==> config.mk <==
export PLATFORM = sky130hd
export DESIGN_NAME = steering_hysteresis_blend
export DESIGN_NICKNAME = d
export VERILOG_FILES = /design/src/rtl/shb_pkg.sv /design/src/rtl/steering_hysteresis_blend.sv
export SDC_FILE = /design/constraint.sdc
export NUM_CORES = 2
export LEC_CHECK = 0
export BUFFER_PORTS_ARGS = -buffer_cell sky130_fd_sc_hd__buf_4
export CORE_AREA = 3 3 294 296
export CTS_CLUSTER_DIAMETER = 60
export DETAILED_ROUTE_END_ITERATION = 10
export DIE_AREA = 0 0 297 299
export GPL_TIMING_DRIVEN = 0
export MAX_ROUTING_LAYER = met4
export PLACE_DENSITY_LB_ADDON = 0.08
export SLEW_MARGIN = 20
export SYNTH_ARGS = -nofsm -noshare
export SYNTH_HDL_FRONTEND = slang
export SYNTH_SLANG_ARGS = --single-unit
==> constraint.sdc <==
create_clock -name i_clk -period 10.1 [get_ports i_clk]
set_input_delay 1.01 -clock i_clk [delete_from_list [all_inputs] [get_ports i_clk]]
set_output_delay 1.01 -clock i_clk [all_outputs]
set_load 0.1 [all_outputs]
==> src/rtl/shb_pkg.sv <==
package shb_pkg;

    localparam int ANGLE_FRAC_BITS = 12;
    localparam int SPEED_SHIFT     = 13;
    localparam int CURVE_SHIFT     = ANGLE_FRAC_BITS + 16;
    localparam int BLEND_SHIFT     = 15;

    localparam logic [31:0]        MOTOR_GAIN     = 32'd731;
    localparam logic signed [27:0] MOTOR_OFFS     = 28'sd2203648;
    localparam logic [31:0]        COEF_LEFT      = 32'd50745750;
    localparam logic [31:0]        COEF_RIGHT     = 32'd49591792;
    localparam logic [31:0]        OFFS_LEFT_MAG  = 32'd1214113;
    localparam logic [31:0]        OFFS_RIGHT_MAG = 32'd4720270;
    localparam logic               OFFS_LEFT_NEG  = 1'b1;
    localparam logic               OFFS_RIGHT_NEG = 1'b0;
    localparam logic signed [15:0] GAIN_BASE      = 16'sd300;

    typedef enum logic [2:0] {
        DIR_NEUTRAL,
        DIR_LEFT,
        DIR_RIGHT,
        DIR_L2R,
        DIR_R2L
    } t_dir;

    typedef enum logic [3:0] {
        ST_IDLE,
        ST_MRUN,
        ST_DRUN,
        ST_F_MOT,
        ST_F_AG,
        ST_F_K,
        ST_F_O,
        ST_F_N,
        ST_F_Q,
        ST_F_W,
        ST_F_B,
        ST_F_FIN,
        ST_PUT
    } t_state;

    typedef enum logic [2:0] {
        CFG_MOTOR_MIN,
        CFG_MOTOR_MAX,
        CFG_STEER_MIN,
        CFG_STEER_MAX,
        CFG_HYST_DELTA,
        CFG_TRANS_STEPS,
        CFG_GAIN_DIV
    } t_cfg_idx;

    function automatic logic signed [7:0] abs8(input logic signed [7:0] x);
        return x[7] ? -x : x;
    endfunction

endpackage

==> src/rtl/steering_hysteresis_blend.sv <==
// The block takes one input word at a time and accepts no new word until the result word
// is loaded into the output register; dropped words are consumed in idle with no result.
// Each product and quotient is a bit-serial pass of the shared shift-add multiplier or
// restoring divider; left and right modes need fewer passes than the other modes.
// Reset (synchronous, active low) restores register defaults, neutral direction,
// zero counter, cleared switching and jump flags and a zero reference angle.
module steering_hysteresis_blend (
    input  logic        i_clk,
    input  logic        i_rst_n,
    input  logic        i_s_tvalid,
    output logic        o_s_tready,
    // target_speed[15:0], steer_angle[31:16], lookahead_angle[47:32],
    // applied_motor_level[57:48], zero[63:58]
    input  logic [63:0] i_s_tdata,
    // jump_seen[0], driving_enabled[1]
    input  logic [1:0]  i_s_tuser,
    output logic        o_m_tvalid,
    input  logic        i_m_tready,
    // motor_level[9:0], steering_command[20:10], zero[23:21]
    output logic [23:0] o_m_tdata,
    input  logic        i_cfg_valid,
    output logic        o_cfg_ready,
    input  logic [2:0]  i_cfg_index,
    input  logic [11:0] i_cfg_data
);

    shb_pkg::t_state r_state, n_state, r_ret, n_ret;
    logic [4:0]  r_cnt, n_cnt;

    logic [9:0]         r_mmin, r_mmax;
    logic signed [10:0] r_cmin, r_cmax;
    logic [11:0]        r_hdelta, r_gdiv;
    logic [3:0]         r_tsteps;

    shb_pkg::t_dir      r_dir, n_dir;
    logic signed [5:0]  r_tc, n_tc;
    logic               r_swl, n_swl, r_swr, n_swr, r_jl, n_jl;
    logic signed [15:0] r_ref, n_ref;

    logic signed [15:0] r_ts, n_ts, r_sa, n_sa;
    logic [9:0]         r_p, n_p;
    logic [31:0]        r_ma, n_ma, r_mb, n_mb;
    logic [63:0]        r_mp, n_mp;
    logic [31:0]        r_dq, n_dq;
    logic [11:0]        r_dd, n_dd, r_rem, n_rem;
    logic               r_sel, n_sel;
    logic [9:0]         r_motor, n_motor;
    logic               r_agneg, n_agneg;
    logic [31:0]        r_ag, n_ag;
    logic signed [56:0] r_kag, n_kag, r_num, n_num;
    logic               r_numneg, n_numneg;
    logic signed [10:0] r_cl, n_cl, r_cr, n_cr, r_b, n_b;
    logic [19:0]        r_wl, n_wl, r_wr, n_wr;
    logic               r_wneg_l, n_wneg_l, r_wneg_r, n_wneg_r;
    logic signed [32:0] r_acc, n_acc;
    logic               r_ovalid, n_ovalid;
    logic [9:0]         r_omot, n_omot;
    logic signed [10:0] r_ostr, n_ostr;

    logic               s_acc, in_drop, in_jump;
    logic signed [15:0] in_ts, in_sa, in_la;
    logic [11:0]        d_eff;
    logic [3:0]         s_eff;
    logic signed [7:0]  u_s, cc8, wl_num, wr_num, wl_mag, wr_mag;

    shb_pkg::t_dir      c_dir;
    logic signed [7:0]  c_c;
    logic               c_swl, c_swr, c_jl;
    logic signed [15:0] c_ref;
    logic signed [17:0] la_x, ref_x, delta_x;

    logic [32:0]        m_sum;
    logic [12:0]        d_t, d_sub;
    logic               d_ge;
    logic signed [27:0] mot_num, mot_q;
    logic signed [15:0] g;
    logic [15:0]        g_mag, sa_mag;
    logic signed [56:0] t2;
    logic [56:0]        num_mag, num_shift;
    logic               offneg, bneg;
    logic signed [32:0] qs, cmin_x, cmax_x, term, bq;
    logic signed [10:0] cval;
    logic [10:0]        cl_mag, cr_mag;

    assign in_ts   = i_s_tdata[15:0];
    assign in_sa   = i_s_tdata[31:16];
    assign in_la   = i_s_tdata[47:32];
    assign in_jump = i_s_tuser[0];
    assign in_drop = !i_s_tuser[1] || (in_ts == 16'sd0 && in_sa == 16'sd0);

    assign o_s_tready  = (r_state == shb_pkg::ST_IDLE);
    assign s_acc       = i_s_tvalid && o_s_tready;
    assign o_cfg_ready = 1'b1;
    assign o_m_tvalid  = r_ovalid;
    assign o_m_tdata   = {3'b000, r_ostr, r_omot};

    assign d_eff  = (r_gdiv == 12'd0) ? 12'd1 : r_gdiv;
    assign s_eff  = (r_tsteps == 4'd0) ? 4'd1 : r_tsteps;
    assign u_s    = $signed({4'b0000, s_eff});
    assign cc8    = (r_dir == shb_pkg::DIR_NEUTRAL) ? 8'sd0 : 8'(r_tc);
    assign wl_num = u_s - cc8;
    assign wr_num = u_s + cc8;
    assign wl_mag = shb_pkg::abs8(wl_num);
    assign wr_mag = shb_pkg::abs8(wr_num);
    assign cl_mag = r_cl[10] ? 11'(-r_cl) : 11'(r_cl);
    assign cr_mag = r_cr[10] ? 11'(-r_cr) : 11'(r_cr);

    always_comb begin
        la_x    = $signed({{2{in_la[15]}}, in_la});
        ref_x   = $signed({{2{r_ref[15]}}, r_ref});
        delta_x = $signed({6'b000000, r_hdelta});
        c_c     = $signed({{2{r_tc[5]}}, r_tc});
        c_dir   = r_dir;
        c_swl   = r_swl;
        c_swr   = r_swr;
        c_jl    = r_jl;
        c_ref   = r_ref;
        if (shb_pkg::abs8(c_c) > u_s) begin
            c_c = 8'sd0;
        end
        if (c_swl || c_swr) begin
            if (shb_pkg::abs8(c_c) >= u_s) begin
                c_swl = 1'b0;
                c_swr = 1'b0;
                if (c_dir == shb_pkg::DIR_L2R) begin
                    c_dir = shb_pkg::DIR_RIGHT;
                end else if (c_dir == shb_pkg::DIR_R2L) begin
                    c_dir = shb_pkg::DIR_LEFT;
                end
            end else if (c_dir == shb_pkg::DIR_L2R) begin
                c_c = c_c + 8'sd1;
            end else if (c_dir == shb_pkg::DIR_R2L) begin
                c_c = c_c - 8'sd1;
            end
        end
        if (!in_jump) begin
            c_jl = 1'b0;
            if (la_x < ref_x - delta_x) begin
                if (c_dir != shb_pkg::DIR_LEFT && c_dir != shb_pkg::DIR_R2L) begin
                    if (c_dir == shb_pkg::DIR_NEUTRAL) begin
                        c_dir = shb_pkg::DIR_LEFT;
                        c_c   = -u_s;
                    end else if (!c_swl) begin
                        c_dir = shb_pkg::DIR_R2L;
                        c_swl = 1'b1;
                        c_c   = c_c - ((c_swr && shb_pkg::abs8(c_c - 8'sd2) <= u_s)
                                       ? 8'sd2 : 8'sd1);
                    end
                end
                c_swr = 1'b0;
                c_ref = in_la;
            end else if (la_x > ref_x + delta_x) begin
                if (c_dir != shb_pkg::DIR_RIGHT && c_dir != shb_pkg::DIR_L2R) begin
                    if (c_dir == shb_pkg::DIR_NEUTRAL) begin
                        c_dir = shb_pkg::DIR_RIGHT;
                        c_c   = u_s;
                    end else if (!c_swr) begin
                        c_dir = shb_pkg::DIR_L2R;
                        c_swr = 1'b1;
                        c_c   = c_c + ((c_swl && shb_pkg::abs8(c_c + 8'sd2) <= u_s)
                                       ? 8'sd2 : 8'sd1);
                    end
                end
                c_swl = 1'b0;
                c_ref = in_la;
            end
        end else begin
            if (!c_jl) begin
                if (c_dir == shb_pkg::DIR_L2R) begin
                    c_dir = shb_pkg::DIR_R2L;
                    c_c   = c_c - ((shb_pkg::abs8(c_c - 8'sd2) <= u_s) ? 8'sd2 : 8'sd1);
                end else if (c_dir == shb_pkg::DIR_R2L) begin
                    c_dir = shb_pkg::DIR_L2R;
                    c_c   = c_c + ((shb_pkg::abs8(c_c + 8'sd2) <= u_s) ? 8'sd2 : 8'sd1);
                end
            end
            c_jl = 1'b1;
        end
    end

    always_comb begin
        n_state = r_state;   n_ret = r_ret;       n_cnt = r_cnt;
        n_dir = r_dir;       n_tc = r_tc;         n_swl = r_swl;
        n_swr = r_swr;       n_jl = r_jl;         n_ref = r_ref;
        n_ts = r_ts;         n_sa = r_sa;         n_p = r_p;
        n_ma = r_ma;         n_mb = r_mb;         n_mp = r_mp;
        n_dq = r_dq;         n_dd = r_dd;         n_rem = r_rem;
        n_sel = r_sel;       n_motor = r_motor;   n_agneg = r_agneg;
        n_ag = r_ag;         n_kag = r_kag;       n_num = r_num;
        n_numneg = r_numneg; n_cl = r_cl;         n_cr = r_cr;
        n_b = r_b;           n_wl = r_wl;         n_wr = r_wr;
        n_wneg_l = r_wneg_l; n_wneg_r = r_wneg_r; n_acc = r_acc;
        n_omot = r_omot;     n_ostr = r_ostr;
        n_ovalid = r_ovalid && !i_m_tready;

        m_sum = {1'b0, r_mp[63:32]} + {1'b0, (r_mb[0] ? r_ma : 32'd0)};
        d_t   = {r_rem, r_dq[31]};
        d_ge  = (d_t >= {1'b0, r_dd});
        d_sub = d_t - {1'b0, r_dd};

        mot_num = (r_ts[15] ? -$signed({1'b0, r_mp[26:0]}) : $signed({1'b0, r_mp[26:0]}))
                  + shb_pkg::MOTOR_OFFS;
        mot_q   = (mot_num + (mot_num[27] ? 28'sd8191 : 28'sd0)) >>> shb_pkg::SPEED_SHIFT;
        g       = $signed({4'b0000, d_eff}) + $signed({6'b000000, r_p}) - shb_pkg::GAIN_BASE;
        g_mag   = g[15] ? 16'(-g) : 16'(g);
        sa_mag  = r_sa[15] ? 16'(-r_sa) : 16'(r_sa);

        t2        = $signed({22'd0, r_mp[34:0]}) <<< shb_pkg::ANGLE_FRAC_BITS;
        offneg    = r_sel ? shb_pkg::OFFS_RIGHT_NEG : shb_pkg::OFFS_LEFT_NEG;
        num_mag   = r_num[56] ? 57'(-r_num) : 57'(r_num);
        num_shift = num_mag >> shb_pkg::CURVE_SHIFT;

        qs     = r_numneg ? -$signed({1'b0, r_dq}) : $signed({1'b0, r_dq});
        cmin_x = $signed({{22{r_cmin[10]}}, r_cmin});
        cmax_x = $signed({{22{r_cmax[10]}}, r_cmax});
        if (qs < cmin_x) begin
            cval = r_cmin;
        end else if (qs > cmax_x) begin
            cval = r_cmax;
        end else begin
            cval = qs[10:0];
        end

        bneg = r_sel ? (r_wneg_r ^ r_cr[10]) : (r_wneg_l ^ r_cl[10]);
        term = bneg ? -$signed({1'b0, r_mp[31:0]}) : $signed({1'b0, r_mp[31:0]});
        bq   = (r_acc + (r_acc[32] ? 33'sd32767 : 33'sd0)) >>> shb_pkg::BLEND_SHIFT;

        unique case (r_state)
            shb_pkg::ST_IDLE: begin
                if (s_acc && !in_drop) begin
                    n_ts    = in_ts;
                    n_sa    = in_sa;
                    n_p     = i_s_tdata[57:48];
                    n_dir   = c_dir;
                    n_tc    = c_c[5:0];
                    n_swl   = c_swl;
                    n_swr   = c_swr;
                    n_jl    = c_jl;
                    n_ref   = c_ref;
                    n_ma    = shb_pkg::MOTOR_GAIN;
                    n_mb    = {16'd0, (in_ts[15] ? 16'(-in_ts) : 16'(in_ts))};
                    n_mp    = 64'd0;
                    n_cnt   = 5'd0;
                    n_sel   = 1'b0;
                    n_ret   = shb_pkg::ST_F_MOT;
                    n_state = shb_pkg::ST_MRUN;
                end
            end
            shb_pkg::ST_MRUN: begin
                n_mp  = {m_sum, r_mp[31:1]};
                n_mb  = {1'b0, r_mb[31:1]};
                n_cnt = r_cnt + 5'd1;
                if (r_cnt == 5'd31) begin
                    n_state = r_ret;
                end
            end
            shb_pkg::ST_DRUN: begin
                n_rem = d_ge ? d_sub[11:0] : d_t[11:0];
                n_dq  = {r_dq[30:0], d_ge};
                n_cnt = r_cnt + 5'd1;
                if (r_cnt == 5'd31) begin
                    n_state = r_ret;
                end
            end
            shb_pkg::ST_F_MOT: begin
                if (mot_q < $signed({18'd0, r_mmin})) begin
                    n_motor = r_mmin;
                end else if (mot_q > $signed({18'd0, r_mmax})) begin
                    n_motor = r_mmax;
                end else begin
                    n_motor = mot_q[9:0];
                end
                n_agneg = r_sa[15] ^ g[15];
                n_ma    = {16'd0, g_mag};
                n_mb    = {16'd0, sa_mag};
                n_mp    = 64'd0;
                n_cnt   = 5'd0;
                n_ret   = shb_pkg::ST_F_AG;
                n_state = shb_pkg::ST_MRUN;
            end
            shb_pkg::ST_F_AG: begin
                n_ag    = r_mp[31:0];
                n_ma    = shb_pkg::COEF_LEFT;
                n_mb    = r_mp[31:0];
                n_mp    = 64'd0;
                n_cnt   = 5'd0;
                n_ret   = shb_pkg::ST_F_K;
                n_state = shb_pkg::ST_MRUN;
            end
            shb_pkg::ST_F_K: begin
                n_kag   = r_agneg ? -$signed({1'b0, r_mp[55:0]}) : $signed({1'b0, r_mp[55:0]});
                n_ma    = r_sel ? shb_pkg::OFFS_RIGHT_MAG : shb_pkg::OFFS_LEFT_MAG;
                n_mb    = {20'd0, d_eff};
                n_mp    = 64'd0;
                n_cnt   = 5'd0;
                n_ret   = shb_pkg::ST_F_O;
                n_state = shb_pkg::ST_MRUN;
            end
            shb_pkg::ST_F_O: begin
                n_num   = offneg ? (r_kag - t2) : (r_kag + t2);
                n_state = shb_pkg::ST_F_N;
            end
            shb_pkg::ST_F_N: begin
                n_numneg = r_num[56];
                n_dq     = num_shift[31:0];
                n_dd     = d_eff;
                n_rem    = 12'd0;
                n_cnt    = 5'd0;
                n_ret    = shb_pkg::ST_F_Q;
                n_state  = shb_pkg::ST_DRUN;
            end
            shb_pkg::ST_F_Q: begin
                if (!r_sel) begin
                    n_cl    = cval;
                    n_sel   = 1'b1;
                    n_ma    = shb_pkg::COEF_RIGHT;
                    n_mb    = r_ag;
                    n_mp    = 64'd0;
                    n_cnt   = 5'd0;
                    n_ret   = shb_pkg::ST_F_K;
                    n_state = shb_pkg::ST_MRUN;
                end else begin
                    n_cr  = cval;
                    n_sel = 1'b0;
                    if (r_dir == shb_pkg::DIR_LEFT) begin
                        n_b     = r_cl;
                        n_state = shb_pkg::ST_PUT;
                    end else if (r_dir == shb_pkg::DIR_RIGHT) begin
                        n_b     = cval;
                        n_state = shb_pkg::ST_PUT;
                    end else begin
                        n_wneg_l = wl_num[7];
                        n_dq     = {10'd0, wl_mag, 14'd0};
                        n_dd     = {8'd0, s_eff};
                        n_rem    = 12'd0;
                        n_cnt    = 5'd0;
                        n_ret    = shb_pkg::ST_F_W;
                        n_state  = shb_pkg::ST_DRUN;
                    end
                end
            end
            shb_pkg::ST_F_W: begin
                if (!r_sel) begin
                    n_wl     = r_dq[19:0];
                    n_sel    = 1'b1;
                    n_wneg_r = wr_num[7];
                    n_dq     = {10'd0, wr_mag, 14'd0};
                    n_rem    = 12'd0;
                    n_cnt    = 5'd0;
                    n_ret    = shb_pkg::ST_F_W;
                    n_state  = shb_pkg::ST_DRUN;
                end else begin
                    n_wr    = r_dq[19:0];
                    n_sel   = 1'b0;
                    n_ma    = {12'd0, r_wl};
                    n_mb    = {21'd0, cl_mag};
                    n_mp    = 64'd0;
                    n_cnt   = 5'd0;
                    n_ret   = shb_pkg::ST_F_B;
                    n_state = shb_pkg::ST_MRUN;
                end
            end
            shb_pkg::ST_F_B: begin
                if (!r_sel) begin
                    n_acc   = term;
                    n_sel   = 1'b1;
                    n_ma    = {12'd0, r_wr};
                    n_mb    = {21'd0, cr_mag};
                    n_mp    = 64'd0;
                    n_cnt   = 5'd0;
                    n_ret   = shb_pkg::ST_F_B;
                    n_state = shb_pkg::ST_MRUN;
                end else begin
                    n_acc   = r_acc + term;
                    n_sel   = 1'b0;
                    n_state = shb_pkg::ST_F_FIN;
                end
            end
            shb_pkg::ST_F_FIN: begin
                if (bq < -33'sd1024) begin
                    n_b = -11'sd1024;
                end else if (bq > 33'sd1023) begin
                    n_b = 11'sd1023;
                end else begin
                    n_b = bq[10:0];
                end
                n_state = shb_pkg::ST_PUT;
            end
            shb_pkg::ST_PUT: begin
                if (!r_ovalid || i_m_tready) begin
                    n_ovalid = 1'b1;
                    n_omot   = r_motor;
                    n_ostr   = r_b;
                    n_state  = shb_pkg::ST_IDLE;
                end
            end
            default: begin
                n_state = shb_pkg::ST_IDLE;
            end
        endcase
    end

    always_ff @(posedge i_clk) begin
        if (!i_rst_n) begin
            r_state  <= shb_pkg::ST_IDLE;
            r_ret    <= shb_pkg::ST_IDLE;
            r_cnt    <= 5'd0;
            r_sel    <= 1'b0;
            r_ovalid <= 1'b0;
            r_dir    <= shb_pkg::DIR_NEUTRAL;
            r_tc     <= 6'sd0;
            r_swl    <= 1'b0;
            r_swr    <= 1'b0;
            r_jl     <= 1'b0;
            r_ref    <= 16'sd0;
        end else begin
            r_state  <= n_state;
            r_ret    <= n_ret;
            r_cnt    <= n_cnt;
            r_sel    <= n_sel;
            r_ovalid <= n_ovalid;
            r_dir    <= n_dir;
            r_tc     <= n_tc;
            r_swl    <= n_swl;
            r_swr    <= n_swr;
            r_jl     <= n_jl;
            r_ref    <= n_ref;
        end
    end

    always_ff @(posedge i_clk) begin
        if (!i_rst_n) begin
            r_mmin   <= 10'd300;
            r_mmax   <= 10'd1000;
            r_cmin   <= -11'sd175;
            r_cmax   <= 11'sd225;
            r_hdelta <= 12'd41;
            r_tsteps <= 4'd4;
            r_gdiv   <= 12'd800;
        end else if (i_cfg_valid) begin
            unique case (i_cfg_index)
                shb_pkg::CFG_MOTOR_MIN:   r_mmin   <= i_cfg_data[9:0];
                shb_pkg::CFG_MOTOR_MAX:   r_mmax   <= i_cfg_data[9:0];
                shb_pkg::CFG_STEER_MIN:   r_cmin   <= i_cfg_data[10:0];
                shb_pkg::CFG_STEER_MAX:   r_cmax   <= i_cfg_data[10:0];
                shb_pkg::CFG_HYST_DELTA:  r_hdelta <= i_cfg_data;
                shb_pkg::CFG_TRANS_STEPS: r_tsteps <= i_cfg_data[3:0];
                shb_pkg::CFG_GAIN_DIV:    r_gdiv   <= i_cfg_data;
                default: begin
                end
            endcase
        end
    end

    always_ff @(posedge i_clk) begin
        r_ts     <= n_ts;
        r_sa     <= n_sa;
        r_p      <= n_p;
        r_ma     <= n_ma;
        r_mb     <= n_mb;
        r_mp     <= n_mp;
        r_dq     <= n_dq;
        r_dd     <= n_dd;
        r_rem    <= n_rem;
        r_motor  <= n_motor;
        r_agneg  <= n_agneg;
        r_ag     <= n_ag;
        r_kag    <= n_kag;
        r_num    <= n_num;
        r_numneg <= n_numneg;
        r_cl     <= n_cl;
        r_cr     <= n_cr;
        r_b      <= n_b;
        r_wl     <= n_wl;
        r_wr     <= n_wr;
        r_wneg_l <= n_wneg_l;
        r_wneg_r <= n_wneg_r;
        r_acc    <= n_acc;
        r_omot   <= n_omot;
        r_ostr   <= n_ostr;
    end

endmodule

# Yosys cells after proc, flatten, opt, wreduce, memory -nomap -nowiden
# Index checks and enable logic that the tools add are counted.
[word_totals]
regBits = 626
word_cells = 356
[op_classes]
n_bitwise = 7
magnitude_cmp = 13
n_reduce_logical = 63
n_eq_ne = 43
n_addsub = 40
muxes = 146
[op_table]
columns = ["cell", "n"]
rows = [
  ["$mux W32", 13],
  ["$pmux W64 S5", 1],
  ["$pmux W32 S8", 1],
  ["$pmux W32 S7", 1],
  ["$mux W64", 3],
  ["$pmux W32 S4", 1],
  ["$mux W57", 2],
  ["$mux W12", 9],
  ["$mux W11", 9],
  ["$mux W33", 3],
  ["$mux W8", 12],
  ["$mux W16", 5],
  ["$mux W6", 12],
  ["$neg A32 Y33", 2],
  ["$add A57 B48 Y57", 1],
  ["$neg A56 Y57", 1],
  ["$neg A57 Y57", 1],
  ["$sub A57 B48 Y57", 1],
  ["$mux W56", 1],
  ["$mux W4", 13],
  ["$mux W3", 16],
  ["$pmux W12 S4", 1],
  ["$neg A8 Y8", 5],
  ["$pmux W4 S10", 1],
  ["84 further kinds", 197],
]

# Logic depth before layout (Yosys ltp)
[depth]
ltp_word = 22
depth_mapped = 43

# Least setup slack after synthesis
# Ideal clock, no wire load.
[synth_timing]
kind = "register -> register"
from = "register r_tsteps[1]"
to = "register r_tc[1]"
arrival_time_ns = 8.413
required_ns = 9.968
period_less_slack_ns = 8.545
path_stages_with_launch = 41
setup_time_ns = 0.132
path_slack_ns = 1.555
path_cell_list = "dfxtp_1 -> clkbuf_1 -> nor3_1 -> or2_2 -> ha_1 -> o21ai_0 -> a21oi_1 -> o21ai_0 -> a311oi_1 -> clkbuf_1 -> nand2_1 -> inv_1 -> ha_1 -> mux2i_1 -> nor2b_1 -> ha_1 -> a21o_1 -> a21o_1 -> [5 not listed] -> inv_1 -> ha_1 -> inv_1 -> o31ai_1 -> a21oi_1 -> xnor2_1 -> ha_1 -> nand2_1 -> o32a_1 -> o21ai_0 -> nand4_1 -> ha_1 -> fa_1 -> o31ai_1 -> a222oi_1 -> mux2_2 -> o221ai_1 -> a21oi_1"
[synth_between]
elab_chain_len = 22
word_cells_on_any_way = 59
classes_between = "add/sub: 12; order compare: 4; eq/ne: 6; mux: 31; reduce/logical: 6"
[synth_rtl]
columns = ["item", "line_no", "rtl"]
rows = [
  ["start: declaration", "steering_hysteresis_blend.sv:33", "logic [3:0] r_tsteps;"],
  ["start signal: assignment", "steering_hysteresis_blend.sv:447", "shb_pkg::CFG_TRANS_STEPS: r_tsteps <= i_cfg_data[3:0];"],
  ["$logic_not A4 Y1", "steering_hysteresis_blend.sv:98", "assign s_eff = (r_tsteps == 4'd0) ? 4'd1 : r_tsteps;"],
  ["$mux W4 *", "steering_hysteresis_blend.sv:98", ""],
  ["$gt A8 B5 Y1", "steering_hysteresis_blend.sv:118", "if (shb_pkg::abs8(c_c) > u_s) begin"],
  ["$mux W8", "steering_hysteresis_blend.sv:118", ""],
  ["$neg A8 Y8 / $sub A8 B2 Y8 (equally long branches)", "shb_pkg.sv:53, steering_hysteresis_blend.sv:133", ""],
  ["$mux W8, on equally long branches", "shb_pkg.sv:53, steering_hysteresis_blend.sv:132", ""],
  ["$ge A8 B5 Y1 / $mux W8 (equally long branches)", "steering_hysteresis_blend.sv:122, steering_hysteresis_blend.sv:130", ""],
  ["$mux W8", "steering_hysteresis_blend.sv:122", "if (shb_pkg::abs8(c_c) >= u_s) begin"],
  ["[6 not listed]", "n/a", ""],
  ["$mux W2", "steering_hysteresis_blend.sv:161", "? 8'sd2 : 8'sd1);"],
  ["$add A6 B3 Y6", "steering_hysteresis_blend.sv:160", "c_c = c_c + ((c_swl && shb_pkg::abs8(c_c + 8'sd2) <= u_s)"],
  ["$mux W6", "steering_hysteresis_blend.sv:157", "end else if (!c_swr) begin"],
  ["$mux W6", "steering_hysteresis_blend.sv:154", "if (c_dir == shb_pkg::DIR_NEUTRAL) begin"],
  ["$mux W6", "steering_hysteresis_blend.sv:153", "if (c_dir != shb_pkg::DIR_RIGHT && c_dir != shb_pkg::DIR_L2R) begin"],
  ["$mux W6", "steering_hysteresis_blend.sv:152", "end else if (la_x > ref_x + delta_x) begin"],
  ["$mux W6", "steering_hysteresis_blend.sv:138", "if (la_x < ref_x - delta_x) begin"],
  ["$mux W6 *", "steering_hysteresis_blend.sv:136", "if (!in_jump) begin"],
  ["end signal: assignment", "steering_hysteresis_blend.sv:423", "r_tc <= n_tc;"],
  ["end: declaration", "steering_hysteresis_blend.sv:36", "logic signed [5:0] r_tc, n_tc;"],
]
# Mark *: on every way between the ends. The rest lies on a longest branch, timed or not.
# A chain may end at the register's enable or synchronous reset.

# Worst setup path in the final report
# Ends and elaborated chain as after synthesis.

==> run_results.csv <==
group,metric,value,unit
status,run_status,"finished, final reports clean",
grt,grt_util_all_layers,0.295,
worst_setup_path,dominant_delay_contributor_by_cell_family_on_the_critical_path,"compound AO/OA/AOI/OAI gates",
synthesis,post-synth-top-count-cell,"edfxtp_1",
synthesis,yosys_register_bits,604,
routing,via_count,34900,
pwr,sequentialPowerShare,0.276,
synthesis,yosys-mux-area-fraction,0.0216,
pwr,ir_drop,0.190,mV
finish,post_layout_nonfiller_instances,5873,
grt,antenna_found_initial,4,
timing,setup_viol_count_final,0,
routing,drtPass1Iterations,8,
floorplan,initial_core_util,0.499,
finish,num-nets-final,5118,
cts,cts-hold-fix-buffers,0,
timing,period_needed,9.37,ns
floorplan,die_w,297,um
synthesis,synth-edff-count,491,
worst_setup_path,cp.required,10.57,ns
synthesis,synth.top_cells.by_area,"edfxtp_1, ha_1, xnor2_1",
floorplan,dieArea,0.0888,sq mm
cts,worst_setup_hold_path_clk_slew,0.06,ns
cts,cts_tree,"done",
pwr,internal_power,0.00798,W
grt,number_of_global_route_vias_before_repair,32900,
finish,n_fill_cell,7633,
worst_setup_path,critical_path.startpoint,"r_tsteps[1]",
pwr,power.share.switching,0.436,
pwr,pwr-share-clk,0.200,
worst_setup_path,worstSetupPathType,"reg2reg",
synthesis,yosysSeqAreaShare,0.406,
worst_setup_path,arrival,9.84,ns
worst_setup_path,crit_top_cell,"ha_1",
synthesis,synthDistinctLibCells,83,
synthesis,synth_top_family_by_area,"compound AO/OA/AOI/OAI gates",
grt,global_route.usage.met2,0.443,
placement,dpl.cell_count,5717,
grt,global_route.usage.met3,0.0385,
placement,port-buffer-count,101,
worst_setup_path,cp-start-kind,"flop",
pwr,design_power_total,0.0142,W
pwr,cellLeakagePower,18.4,nW
worst_setup_path,rr_startpoint,"r_tsteps[1]",
grt,grt_pass1_wl,198000,um
worst_setup_path,critPathMaxFanout,10,
synthesis,synth.top_cell.area_share,0.352,
worst_setup_path,crit_buf_inv,6,
worst_setup_path,critical-path-max-stage-delay,0.45,ns
finish,layout.area.seq,0.0170,sq mm
worst_hold_path,kind_of_path_behind_the_tightest_hold_check,"reg2reg",
cts,clock_buffer_depth,3,
grt,grtUsageMet1,0.420,
routing,drc_errors,0,
timing,worstMarginPinSlew,1.42,ns
routing,routed_wl,131000,um
floorplan,core_area,0.0838,sq mm
worst_setup_path,cp_slowest_cell,"fa_1",
synthesis,synth.yosys.warnings,0,
synthesis,post_synth.cell_area_avg,9.38,sq um
floorplan,fp-row-count,106,
routing,antenna_left,0,
timing,timing.final.hold_violations,0,
timing,maxSlewHeadroom,0.0422,
routing,route.detailed.wl_per_inst,22.2,um
timing,grt_setup_unrepaired,"false",
grt,grt_most_used_layer,"met2",
cts,worst_skew_pair.late_latency,0.63,ns
finish,multi_input_comb_area,0.0233,sq mm
placement,detailed_place_hpwl,101000,um
synthesis,post_synth_xor_area_fraction,0.0927,
finish,syn2layout_area_growth,13.0,%
synthesis,postSynth.topFlopCell,"edfxtp_1",
grt,global_route.overflow_total,0,
placement,gpl.final_weighted_congestion,0.988,
cts,cts-htree-levels,3,
timing,max_freq,107,MHz
timing,fin_tns_setup,0,ns
routing,route.detailed.vias_per_inst,5.95,
synthesis,synth_simple_gate_area_share,0.161,
flow_run,cap_violations,0,
pwr,power.share.combinational,0.524,
routing,drt_iter0_drc,3796,
synthesis,synth-adder-area-share,0.111,
floorplan,die_height,299,um
floorplan,design.portCount,113,
pwr,net-switching-power,0.00618,W
worst_hold_path,worstHoldStart,"r_kag[9]",
synthesis,ys_async_sr_fraction,0,
cts,tritoncts.num_buffers,79,
cts,clk_root_buffer_cell,"clkbuf_16",
pwr,p_per_area,300,mW/mm^2
timing,final.period_utilization,0.928,
timing,slew_violations,0,
cts,numClockSinks,604,
synthesis,synthesis.instances,4460,
synthesis,synth_top_cell_by_area,"edfxtp_1",
synthesis,syn-cell-area,0.0419,sq mm
timing,clock-skew-final,0.0272,ns
synthesis,synth.top_cells.by_count,"edfxtp_1, nand2_1, nor2_1",
finish,drive_gt1_frac,0.0752,
worst_setup_path,cp-end-kind,"flop",
grt,maximum_number_of_pins_on_one_net_before_global_route_repair,43,
synthesis,synth_compound_area_frac,0.167,
timing,hold_slack,0.408,ns
-- state kept, by name (all words and copies together), names as in the netlist, 12 cells and up --
name      count
r_dq         32
r_gdiv       12
r_hdelta     12
r_sa         16
r_mp         64
r_wr         20
r_ag         32
r_rem        12
r_ma         25
r_ref        16
r_wl         20
r_acc        33
r_num        57
r_dd         12
r_mb         32
r_kag        57
-- layout by cell type, fill, tap and decap left out, types with 122 or more instances in the layout --
cell type and count:
ha_1 347, nand2_1 474, nor2_1 360, a21oi_1 302, xnor2_1 272, buf_4 122
xor2_1 167, inv_1 236, edfxtp_1 491, clkbuf_1 167, o21ai_0 252
-- power groups by stage --
| stage | Clock [W] | Combinational, W | Sequential (W) |
|---|---|---|---|
| after floorplan | 0 | 0.00505 | 0.00392 |
| after global placement | 0 | 0.00697 | 0.00408 |
| after detailed placement | 0 | 0.00724 | 0.00395 |
| after CTS | 0.00288 | 0.00730 | 0.00391 |
| after global routing | 0.00298 | 0.00815 | 0.00396 |
| final | 0.00283 | 0.00742 | 0.00391 |
-- metrics by stage --
stage	instance area [sq um]	setup slack [ns]	util
5_1_grt	47300	0.0435	0.564
4_1_cts	47200	0.0530	0.563
2_1_floorplan	41900	1.56	-
6_report	47300	0.729	0.564
3_3_place_gp	44000	-0.764	0.525
3_5_place_dp	44500	-0.221	0.531
-- repair_timing --
| item | 4_1_cts | 5_1_grt |
|---|---|---|
| gates resized for setup | 4 | 11 |
| endpoints found under the setup margin | 14 | 16 |
| pin swaps | 0 | 2 |
| setup buffers | 2 | 7 |
-- worst paths after layout --
| path | endpoint | slack, ns | depth (start not counted) |
|---|---|---|---|
| setup / recovery | r_tc[1] | 0.73 | 40 |
| hold reg to reg | r_num[9] | 0.41 | 0 |
| setup reg to reg | r_tc[1] | 0.73 | 40 |
| hold / removal | r_num[9] | 0.41 | 0 |
-- area by class of cell --
type                            count  area share
Timing Repair Buffer              131      0.0253
Buffer                            199      0.0168
Multi-Input combinational cell   3413       0.493
Clock buffer                       96      0.0447
Tap cell                         1134      0.0300
Antenna cell                        3    0.000159
Sequential cell                   604       0.360
Inverter                          244      0.0195
Clock inverter                     49      0.0107
-- routing by layer --
metal,wire length [um],part of all wire
met1,59500,0.46
met2,57200,0.44
met3,10300,0.079
met4,3690,0.028
met5,0,0
-- cells by family (layout without fill, tap and decap cells) --
| kind of cell | count (synthesis) | in the layout |
|---|---|---|
| xor+xnor | 443 | 443 |
| compound gates | 1092 | 1092 |
| mux | 89 | 89 |
| other cells | 2 | 7 |
| fa+ha+maj | 364 | 364 |
| simple gates | 1421 | 1421 |
| flops | 604 | 604 |
| buf+inv | 445 | 719 |
-- worst register-to-register path, delay by kind of cell (launching register included) --
family                   cells  cell delay, ns
buffers and inverters        6            1.37
adder cells (fa/ha/maj)      7            2.14
flip-flops                   1            0.37
XOR/XNOR                     1            0.16
AO/OA/AOI/OAI               16            3.11
multiplexers                 2            0.45
AND/OR/NAND/NOR              8            1.64
Note: power is estimated with default switching activity, not from simulation.
